--- src/design/sadq_pkg.sv ---
// ----------------------------------------------------------------------------
// sadq_pkg: shared types and constants of the sorted alarm deadline queue
// Item layouts, status codes and field widths used by the queue.
// ----------------------------------------------------------------------------
package sadq_pkg;

  localparam int TIME_W      = 32;
  localparam int DELAY_W     = 16;
  localparam int TAG_W       = 8;
  localparam int DL_W        = 33;
  localparam int WAIT_W      = 16;
  localparam int OCC_W       = 5;
  localparam int DEPTH_DEF   = 16;

  localparam logic [WAIT_W-1:0] WAIT_MAX   = '1;
  localparam logic [WAIT_W-1:0] WAIT_EMPTY = WAIT_W'(1);

  // operation carried by an input item
  typedef enum logic {
    OP_INSERT = 1'b0,
    OP_POP    = 1'b1
  } sadq_op_t;

  // outcome reported with each result item
  typedef enum logic [1:0] {
    ST_INSERTED = 2'd0,
    ST_FULL     = 2'd1,
    ST_POPPED   = 2'd2,
    ST_EMPTY    = 2'd3
  } sadq_status_t;

  typedef struct packed {
    sadq_op_t           op;
    logic [TIME_W-1:0]  now;
    logic [DELAY_W-1:0] delay_seconds;
    logic [TAG_W-1:0]   tag;
  } sadq_in_t;

  typedef struct packed {
    sadq_status_t       status;
    logic [TAG_W-1:0]   out_tag;
    logic [DL_W-1:0]    out_deadline;
    logic [WAIT_W-1:0]  wait_seconds;
    logic [OCC_W-1:0]   occupancy;
  } sadq_out_t;

  // one stored alarm
  typedef struct packed {
    logic [DL_W-1:0]  deadline;
    logic [TAG_W-1:0] tag;
  } sadq_entry_t;

endpackage

--- src/design/sorted_alarm_deadline_queue.sv ---
// ----------------------------------------------------------------------------
// sorted_alarm_deadline_queue: alarms kept in ascending deadline order
// An insert moves up, one by one, each stored entry that is not earlier than the
//   new alarm; a pop reads the head, then shifts the rest down one slot; a full
//   insert or an empty pop goes straight to the result.
// Throughput: one item at a time; busy drops in the cycle of the result strobe.
//   The entry memory, one read and one write per step, sets the pace.
// Reset clears the sequencer and the entry count; the memory is not cleared.
// Results appear for one cycle on out_valid; the receiver cannot stall.
// ----------------------------------------------------------------------------
module sorted_alarm_deadline_queue #(
  parameter int QUEUE_DEPTH = sadq_pkg::DEPTH_DEF
) (
  input  logic               clk,
  input  logic               rst_n,
  input  logic               start,
  output logic               busy,
  input  sadq_pkg::sadq_in_t  in_item,
  output logic               out_valid,
  output sadq_pkg::sadq_out_t out_item
);
  import sadq_pkg::*;

  localparam int IDX_W = (QUEUE_DEPTH > 1) ? $clog2(QUEUE_DEPTH) : 1;
  localparam int CNT_W = $clog2(QUEUE_DEPTH + 1);

  typedef enum logic [8:0] {
    S_IDLE     = 9'b000000001,
    S_INS_RD   = 9'b000000010,
    S_INS_CMP  = 9'b000000100,
    S_INS_PUT  = 9'b000001000,
    S_POP_RD   = 9'b000010000,
    S_POP_HEAD = 9'b000100000,
    S_SH_RD    = 9'b001000000,
    S_SH_WR    = 9'b010000000,
    S_DONE     = 9'b100000000
  } sadq_state_t;

  sadq_state_t state_r, state_nxt;
  logic [CNT_W-1:0] count_r, count_nxt;
  logic [IDX_W-1:0] idx_r, idx_nxt;
  logic [TIME_W-1:0] now_r, now_nxt;
  sadq_entry_t new_r, new_nxt;
  sadq_out_t res_r, res_nxt;
  logic out_valid_r, out_valid_nxt;

  // entry memory, one read and one write port shared by all steps
  sadq_entry_t mem [QUEUE_DEPTH];
  sadq_entry_t rd_data_r;
  logic [IDX_W-1:0] rd_addr, wr_addr;
  sadq_entry_t wr_data;
  logic wr_en;

  logic [DL_W:0]     wait_diff;
  logic [WAIT_W-1:0] wait_val;
  logic [31:0]       count_ext;

  assign busy      = (state_r != S_IDLE);
  assign out_valid = out_valid_r;
  assign out_item  = res_r;
  assign count_ext = 32'(count_nxt);

  // remaining wait of the head entry, saturated
  assign wait_diff = {1'b0, rd_data_r.deadline} - (DL_W + 1)'(now_r);
  always_comb begin
    if (rd_data_r.deadline <= DL_W'(now_r)) begin
      wait_val = '0;
    end else if (wait_diff > (DL_W + 1)'(WAIT_MAX)) begin
      wait_val = WAIT_MAX;
    end else begin
      wait_val = wait_diff[WAIT_W-1:0];
    end
  end

  // store writes and registered reads
  always_ff @(posedge clk) begin
    if (wr_en) begin
      mem[wr_addr] <= wr_data;
    end
    rd_data_r <= mem[rd_addr];
  end

  // sequencer
  always_comb begin
    state_nxt     = state_r;
    count_nxt     = count_r;
    idx_nxt       = idx_r;
    now_nxt       = now_r;
    new_nxt       = new_r;
    res_nxt       = res_r;
    out_valid_nxt = 1'b0;
    rd_addr       = idx_r - IDX_W'(1);
    wr_addr       = idx_r;
    wr_data       = new_r;
    wr_en         = 1'b0;
    case (state_r)
      S_IDLE: begin
        if (start) begin
          now_nxt              = in_item.now;
          new_nxt.deadline     = DL_W'(in_item.now) + DL_W'(in_item.delay_seconds);
          new_nxt.tag          = in_item.tag;
          res_nxt.out_tag      = '0;
          res_nxt.wait_seconds = '0;
          res_nxt.out_deadline = DL_W'(in_item.now) + DL_W'(in_item.delay_seconds);
          if (in_item.op == OP_INSERT) begin
            if (count_r == CNT_W'(QUEUE_DEPTH)) begin
              res_nxt.status = ST_FULL;
              state_nxt      = S_DONE;
            end else begin
              res_nxt.status = ST_INSERTED;
              idx_nxt        = count_r[IDX_W-1:0];
              state_nxt      = (count_r == '0) ? S_INS_PUT : S_INS_RD;
            end
          end else if (count_r == '0) begin
            res_nxt.status       = ST_EMPTY;
            res_nxt.out_deadline = '0;
            res_nxt.wait_seconds = WAIT_EMPTY;
            state_nxt            = S_DONE;
          end else begin
            res_nxt.status = ST_POPPED;
            state_nxt      = S_POP_RD;
          end
        end
      end
      // fetch the entry below the open slot
      S_INS_RD: begin
        state_nxt = S_INS_CMP;
      end
      // move it up if it is not earlier than the new alarm, else drop in here
      S_INS_CMP: begin
        if (rd_data_r.deadline >= new_r.deadline) begin
          wr_en     = 1'b1;
          wr_data   = rd_data_r;
          idx_nxt   = idx_r - IDX_W'(1);
          state_nxt = (idx_r == IDX_W'(1)) ? S_INS_PUT : S_INS_RD;
        end else begin
          state_nxt = S_INS_PUT;
        end
      end
      S_INS_PUT: begin
        wr_en     = 1'b1;
        count_nxt = count_r + CNT_W'(1);
        state_nxt = S_DONE;
      end
      // read the head
      S_POP_RD: begin
        rd_addr   = '0;
        state_nxt = S_POP_HEAD;
      end
      S_POP_HEAD: begin
        res_nxt.out_tag      = rd_data_r.tag;
        res_nxt.out_deadline = rd_data_r.deadline;
        res_nxt.wait_seconds = wait_val;
        idx_nxt              = IDX_W'(1);
        if (count_r == CNT_W'(1)) begin
          count_nxt = '0;
          state_nxt = S_DONE;
        end else begin
          state_nxt = S_SH_RD;
        end
      end
      // shift the remaining entries down one slot
      S_SH_RD: begin
        rd_addr   = idx_r;
        state_nxt = S_SH_WR;
      end
      S_SH_WR: begin
        wr_en   = 1'b1;
        wr_addr = idx_r - IDX_W'(1);
        wr_data = rd_data_r;
        if (CNT_W'(idx_r) == count_r - CNT_W'(1)) begin
          count_nxt = count_r - CNT_W'(1);
          state_nxt = S_DONE;
        end else begin
          idx_nxt   = idx_r + IDX_W'(1);
          state_nxt = S_SH_RD;
        end
      end
      S_DONE: begin
        out_valid_nxt = 1'b1;
        state_nxt     = S_IDLE;
      end
      default: begin
        state_nxt = S_IDLE;
      end
    endcase
    if (state_r == S_DONE) begin
      res_nxt.occupancy = count_ext[OCC_W-1:0];
    end
  end

  // control state
  always_ff @(posedge clk) begin
    if (!rst_n) begin
      state_r     <= S_IDLE;
      count_r     <= '0;
      out_valid_r <= 1'b0;
    end else begin
      state_r     <= state_nxt;
      count_r     <= count_nxt;
      out_valid_r <= out_valid_nxt;
    end
  end

  // working and result payload
  always_ff @(posedge clk) begin
    idx_r <= idx_nxt;
    now_r <= now_nxt;
    new_r <= new_nxt;
    res_r <= res_nxt;
  end

endmodule

--- config.mk ---
export PLATFORM = sky130hd
export DESIGN_NAME = sorted_alarm_deadline_queue
export DESIGN_NICKNAME = d
export VERILOG_FILES = /design/src/design/sadq_pkg.sv /design/src/design/sorted_alarm_deadline_queue.sv
export SDC_FILE = /design/constraint.sdc
export NUM_CORES = 1
export LEC_CHECK = 0
export BUFFER_PORTS_ARGS = -buffer_cell sky130_fd_sc_hd__buf_2
export CORE_ASPECT_RATIO = 1.4
export CORE_MARGIN = 8
export CORE_UTILIZATION = 55
export DETAILED_ROUTE_END_ITERATION = 10
export PLACE_DENSITY = 0.72
export SKIP_CTS_REPAIR_TIMING = 1
export SYNTH_ARGS = -nofsm -noshare
export SYNTH_HDL_FRONTEND = slang
export SYNTH_SLANG_ARGS = --single-unit
--- constraint.sdc ---
create_clock -name clk -period 7.73 [get_ports clk]
set_input_delay 0.3865 -clock clk [delete_from_list [all_inputs] [get_ports clk]]
set_output_delay 0.3865 -clock clk [all_outputs]
set_load 0.02 [all_outputs]
==> impl_metrics.env, run 1 <==
export IMPL_outcome="finished, final reports clean"
export IMPL_timing_final_crit_share_pct=64.7
export IMPL_crit_arrival_ns=5.27
export IMPL_fp_dieW_um=234
export IMPL_min_path_type="in -> reg"
export IMPL_numCtsBuffers=77
export IMPL_antenna_found_initial=1
export IMPL_slew_headroom_pct=17.8
export IMPL_crit_path_max_fanout=33
export IMPL_worst_slack_ns=2.73
export IMPL_insertion_delay_ns=0.65
export IMPL_wl_per_cell_um=27.2
export IMPL_routed_via_count=21100
export IMPL_drv_slew=0
export IMPL_startpoint_type="flop"
export IMPL_first_global_vias=21400
export IMPL_syn_area_um2=36500
export IMPL_rsz0062_at_grt="false"
export IMPL_grt_ovfl_total=0
export IMPL_cts_root_buf="clkbuf_16"
export IMPL_dpl_hpwl_mm=57.9
export IMPL_multi_input_area_um2=10800
export IMPL_core_area_um2=65600
export IMPL_post_route_util_pct=62.5
export IMPL_dieHeight_um=321
export IMPL_start_util_pct=55.6
export IMPL_drtAntennaViolNets=0
export IMPL_worstMarginPinSlew_ns=1.22
export IMPL_avgViaCountPerCell=6.31
export IMPL_required_ns=7.99
export IMPL_yosys_register_bits=853
export IMPL_crit_type="reg -> reg"
export IMPL_synth_avg_cell_area_um2=16.2
export IMPL_p_per_area_nw_per_um2=287
export IMPL_async_flop_share_pct=0
export IMPL_ir_drop_mv=0.162
export IMPL_ys_types=81
export IMPL_synth_ff_type="edfxtp_1"
export IMPL_dr_pass1_iters=6
export IMPL_cts_tree="done"
export IMPL_clock_fmax_ghz=0.200
export IMPL_hold_viol=0
export IMPL_grt_pass1_wl_mm=134
export IMPL_cap_viol_max_count=0
export IMPL_nets=2581
export IMPL_drc=0
export IMPL_post_place_ws_ns=2.73
export IMPL_fin_setup_tns_ns=0
export IMPL_clockBufferDepth=3
export IMPL_io_pins=126
export IMPL_ys_warn_count=0
export IMPL_max_stage_delay_ns=0.87
export IMPL_clkTransAtPathRegs_ns=0.06
export IMPL_rows=111
export IMPL_min_period_ns=5.00
export IMPL_synthCells=2257
export IMPL_synth_edf_count=797
export IMPL_regArea_um2=25100
export IMPL_p_leak_nw=13.9
export IMPL_clock_sinks=853
export IMPL_wirelength_mm=90.8
export IMPL_clock_skew_ns=0.0320
export IMPL_crit_chain="nor3_1 > nand2b_1 > nor4_1 > nand3b_1 > inv_1 > nand2_1 > o31ai_1 > o21ai_0 > nor3_2 > buf_4"
export IMPL_final_setup_viol_count=0
export IMPL_drt_iter0_drc=1915
export IMPL_grt_max_degree=93
export IMPL_end_kind="flop"
export IMPL_place_congestion=0.913
export IMPL_drive_gt1_share_pct=20.7
export IMPL_syn_nets=2408
export IMPL_ys_seq_area_share_pct=68.7
export IMPL_fillCellCount=4612
export IMPL_portBuffers=125
export IMPL_fp_dieArea_um2=74900
export IMPL_area_delta_synth_final_pct=12.4
export IMPL_track_usage_pct=24.2
export IMPL_critical_path_slowest_cell="nor3_2"
export IMPL_h_tree_depth=3
==> worst max-delay path, delay by kind of cell, from the launching register on <==
| family | cells | cell delay (ns) |
|---|---|---|
| buffers and inverters | 2 | 1.08 |
| and+or+nand+nor | 6 | 2.36 |
| DFF | 1 | 0.47 |
| AOI/OAI and AO/OA | 2 | 0.69 |
==> metal layers <==
metal,share of wire [%],wire [um],GRT usage (%),vias up
li1,-,-,-,9222
met1,37,33800,29.3,10800
met2,51,46000,41.3,915
met3,6.9,6240,3.81,198
met4,5.2,4760,13.2,0
met5,0,0,0,-
==> metrics by stage <==
stage                     total power, mW  instances  hold slack [ns]  instance area (um^2)
after CTS                            11.8       3305           -0.101                 40600
after detailed placement             8.12       3163            0.521                 38200
after floorplan                      7.32       2257            0.485                 36500
after global placement               8.08       3163            0.522                 38200
final                                11.8       3343           0.0220                 41000
after global routing                 12.2       3341          0.00615                 41000
==> report_power, final <==
group	total, mW	internal (mW)	switching [mW]	leakage (nW)
registers	5.56	5.41	0.144	7.71
logic	2.52	0.913	1.60	5.05
clock network	3.71	2.05	1.65	1.19
total	11.8	8.38	3.40	13.9
==> path summary, 6_finish.rpt <==
check	startpoint	endpoint	slack, ns	depth (start not counted)
hold / removal	in_item[51]	now_r[27]	0.02	1
setup reg to reg	state_r[4]	mem[15][18]	2.73	10
setup / recovery	state_r[4]	mem[15][18]	2.73	10
hold reg to reg	rd_data_r[2]	out_item[56]	0.53	1
==> cell usage after synthesis, drive strengths merged, types with 4 or more instances <==
cell type / count / share of area [%]
a211oi: 53 / 1.1
a21o: 28 / 0.58
a21oi: 81 / 1.3
a22o: 31 / 0.74
a31oi: 47 / 0.81
and2: 62 / 1.1
and3: 11 / 0.19
buf: 49 / 0.80
clkbuf: 61 / 0.63
dfxtp: 56 / 3.1
edfxtp: 797 / 66
ha: 89 / 3.1
inv: 88 / 0.91
mux2: 10 / 0.31
mux4: 164 / 10
nand2: 194 / 2.0
nand2b: 9 / 0.15
nand3: 22 / 0.30
nand3b: 7 / 0.14
nand4: 25 / 0.43
nor2: 78 / 0.83
nor2b: 7 / 0.12
nor3: 25 / 0.34
nor3b: 7 / 0.16
nor4: 10 / 0.27
o211ai: 9 / 0.19
o21a: 12 / 0.25
o21ai: 83 / 1.1
o21bai: 6 / 0.13
o22ai: 4 / 0.069
o31ai: 4 / 0.082
or2: 7 / 0.12
or3: 5 / 0.089
xnor2: 43 / 1.0
xor2: 23 / 0.55
==> flip-flops by register name (all words and copies together) (netlist names) <==
name and cells:
mem 656, out_item 64, new_r 41, rd_data_r 41
now_r 32, state_r 9, count_r 5, idx_r 4
out_valid 1
==> cell type report <==
| cell class | count | share of cell area [%] |
|---|---|---|
| antenna | 3 | 0.0183 |
| clock buffer | 103 | 5.21 |
| clock inverter | 39 | 0.730 |
| inverter | 88 | 0.809 |
| multi-input combinational | 1206 | 26.3 |
| sequential | 853 | 61.1 |
| tap | 847 | 2.59 |
| timing repair buffer | 204 | 3.25 |
==> cell families (layout without fill, tap and decap cells) <==
family          count (synthesis)  in the layout  share of synthesized area, %
flops                         853            853                          68.7
simple gates                  479            479                          6.50
compound gates                395            395                          7.29
buf+inv                       198            434                          2.33
mux                           175            175                          10.5
fa+ha+maj                      91             91                          3.16
xor+xnor                       66             66                          1.58
other cells                     0              3                             0
==> cell usage in the layout (no fill, tap or decap), types with 25 or more instances in the layout <==
| master | n |
|---|---|
| dlygate4sd3_1 | 35 |
| buf_4 | 42 |
| nand2_1 | 192 |
| clkbuf_16 | 79 |
| mux4_2 | 164 |
| and2_1 | 62 |
| o21ai_1 | 28 |
| a31oi_1 | 47 |
| a21oi_1 | 65 |
| a211oi_1 | 51 |
| xnor2_1 | 43 |
| edfxtp_1 | 797 |
| o21ai_0 | 54 |
| dfxtp_1 | 56 |
| nand4_1 | 25 |
| buf_2 | 125 |
| a21o_1 | 27 |
| inv_1 | 87 |
| a22o_1 | 31 |
| ha_1 | 89 |
| nor2_1 | 64 |
Power figures use the tool's default switching activity.
==> inputs of run 2 (changes only) <==
clock period = 4.7 ns   (was 7.73 ns; I/O delays follow)
==> run 2 against run 1 <==
  * Hold slack got worse by 0.016 ns
  * Sequential share of layout area decreased by 0.83 points
  * Global-route usage increased by 0.85 points
  * Total power increased by 66%
  * Cell area increased by 1.4%
  * Sequential power increased by 64%
  * Clock power increased by 66%
  * Die area unchanged
  * Largest cell class unchanged
  * Largest power group unchanged
==> impl_metrics.env, run 2 (synthesis results as in run 1) <==
export IMPL_outcome="finished, final reports clean"
export IMPL_power_mw=19.6
export IMPL_antenna_found_initial=4
export IMPL_hold_worst_slack_ns=0.00641
export IMPL_required_ns=4.93
export IMPL_crit_chain="inv_1 > ha_1 > a21o_1 > a21o_1 > a2111oi_0 > o31ai_1 > buf_4 > a21o_1 > a221oi_1 > buf_4 > o21ai_4 > buf_12 > buf_4 > o21ai_1"
export IMPL_regToRegEndpoint="mem[13][25]"
export IMPL_routed_via_count=21600
export IMPL_worstMarginPinSlew_ns=1.34
export IMPL_grt_pass1_wl_mm=139
export IMPL_largest_register="mem"
export IMPL_timing_final_crit_share_pct=97.4
export IMPL_min_period_ns=4.58
export IMPL_first_global_vias=21800
export IMPL_h_tree_depth=3
export IMPL_rsz0062_at_grt="false"
export IMPL_drv_slew=0
export IMPL_rows=111
export IMPL_numCtsBuffers=77
export IMPL_dpl_hpwl_mm=58.6
export IMPL_drive_gt1_share_pct=21.8
export IMPL_cts_tree="done"
export IMPL_cts_root_buf="clkbuf_16"
export IMPL_worst_slack_ns=0.124
export IMPL_startpoint_type="flop"
export IMPL_rrSetupSlack_ns=0.12
export IMPL_drt_iter0_drc=2365
export IMPL_critical_path_slowest_cell="o21ai_1"
export IMPL_place_congestion=0.937
export IMPL_ir_drop_mv=0.265
export IMPL_fp_dieArea_um2=74900
export IMPL_portBuffers=125
export IMPL_path_buf_inv=5
export IMPL_avgViaCountPerCell=6.39
export IMPL_start_util_pct=55.6
export IMPL_max_stage_delay_ns=1.02
export IMPL_end_kind="flop"
export IMPL_clock_skew_ns=0.0302
export IMPL_path_delay_family="compound AO/OA/AOI/OAI gates"
export IMPL_track_usage_pct=25.1
export IMPL_critPathCapture="mem[13][25]"
export IMPL_p_per_area_nw_per_um2=471
export IMPL_cp_depth=14
export IMPL_nets=2627
export IMPL_min_path_type="in -> reg"
export IMPL_area_delta_synth_final_pct=13.9
export IMPL_largest_reg_flops=656
export IMPL_post_route_util_pct=63.4
export IMPL_slew_headroom_pct=10.2
export IMPL_crit_type="reg -> reg"
export IMPL_clkTransAtPathRegs_ns=0.07
export IMPL_fillCellCount=4531
export IMPL_final_setup_viol_count=0
export IMPL_grt_ovfl_total=0
export IMPL_io_pins=126
export IMPL_post_place_ws_ns=0.244
export IMPL_insertion_delay_ns=0.63
export IMPL_drc=0
export IMPL_r2r_cells=14
export IMPL_fin_setup_tns_ns=0
export IMPL_layout_commonest_cell="edfxtp_1"
export IMPL_reg2reg_from="new_r[18]"
export IMPL_drtAntennaViolNets=0
export IMPL_dieHeight_um=321
export IMPL_crit_arrival_ns=4.80
export IMPL_hold_viol=0
export IMPL_clockBufferDepth=3
export IMPL_core_area_um2=65600
export IMPL_clock_fmax_ghz=0.219
export IMPL_final_cell_mix="797 x edfxtp_1, 192 x nand2_1, 164 x mux4_2, 125 x buf_2, 89 x ha_1"
export IMPL_fp_dieW_um=234
export IMPL_critPathLaunch="new_r[18]"
export IMPL_dr_pass1_iters=8
export IMPL_p_leak_nw=14.2
export IMPL_clock_sinks=853
export IMPL_crit_path_max_fanout=53
export IMPL_cap_viol_max_count=0
export IMPL_wirelength_mm=94.6
export IMPL_wl_per_cell_um=28.0
export IMPL_grt_max_degree=69
run 2: changes by cell type in the layout (fill, tap and decap cells not counted), sizes merged:
cell and delta:
dlygate4sd3 +7, clkbuf -5, inv -1, clkinv -4
buf +38, bufinv +3
run 2: routing by layer:
| layer | global-route usage (%) | vias to the layer above | share of wire (%) |
|---|---|---|---|
| li1 | - | 9315 | - |
| met1 | 30.9 | 11000 | 37 |
| met2 | 42.7 | 1082 | 51 |
| met3 | 3.29 | 226 | 7.4 |
| met4 | 13.3 | 0 | 5.0 |
| met5 | 0 | - | 0 |
run 2: layout make-up:
class / instances / area (um^2) / share of cell area, %
Timing Repair Buffer: 250 / 1880 / 4.52
Antenna cell: 3 / 7.51 / 0.0181
Sequential cell: 853 / 25100 / 60.3
Clock buffer: 97 / 2070 / 4.99
Tap cell: 847 / 1060 / 2.55
Multi-Input combinational cell: 1206 / 10800 / 26.0
Inverter: 88 / 332 / 0.798
Clock inverter: 37 / 350 / 0.843
run 2: worst min path at each step:
stage,cells after the start,start,endpoint
global route,2,start,state_r[0]
global placement,1,in_item[7],new_r[7]
CTS,1,in_item[2],new_r[2]
finish,2,start,state_r[0]
detailed placement,1,in_item[2],new_r[2]
floorplan,0,in_item[0],new_r[0]
run 2: where the power goes:
group | internal [mW] | switching, mW
clock network | 3.46 | 2.70
logic | 1.61 | 2.65
registers | 8.90 | 0.224
total | 14.0 | 5.58
run 2: per-stage QoR:
| step | cell area, um^2 | std cells |
|---|---|---|
| floorplan | 36500 | 2257 |
| global placement | 38700 | 3201 |
| detailed placement | 38700 | 3201 |
| CTS | 41100 | 3335 |
| global route | 41500 | 3381 |
| finish | 41500 | 3381 |
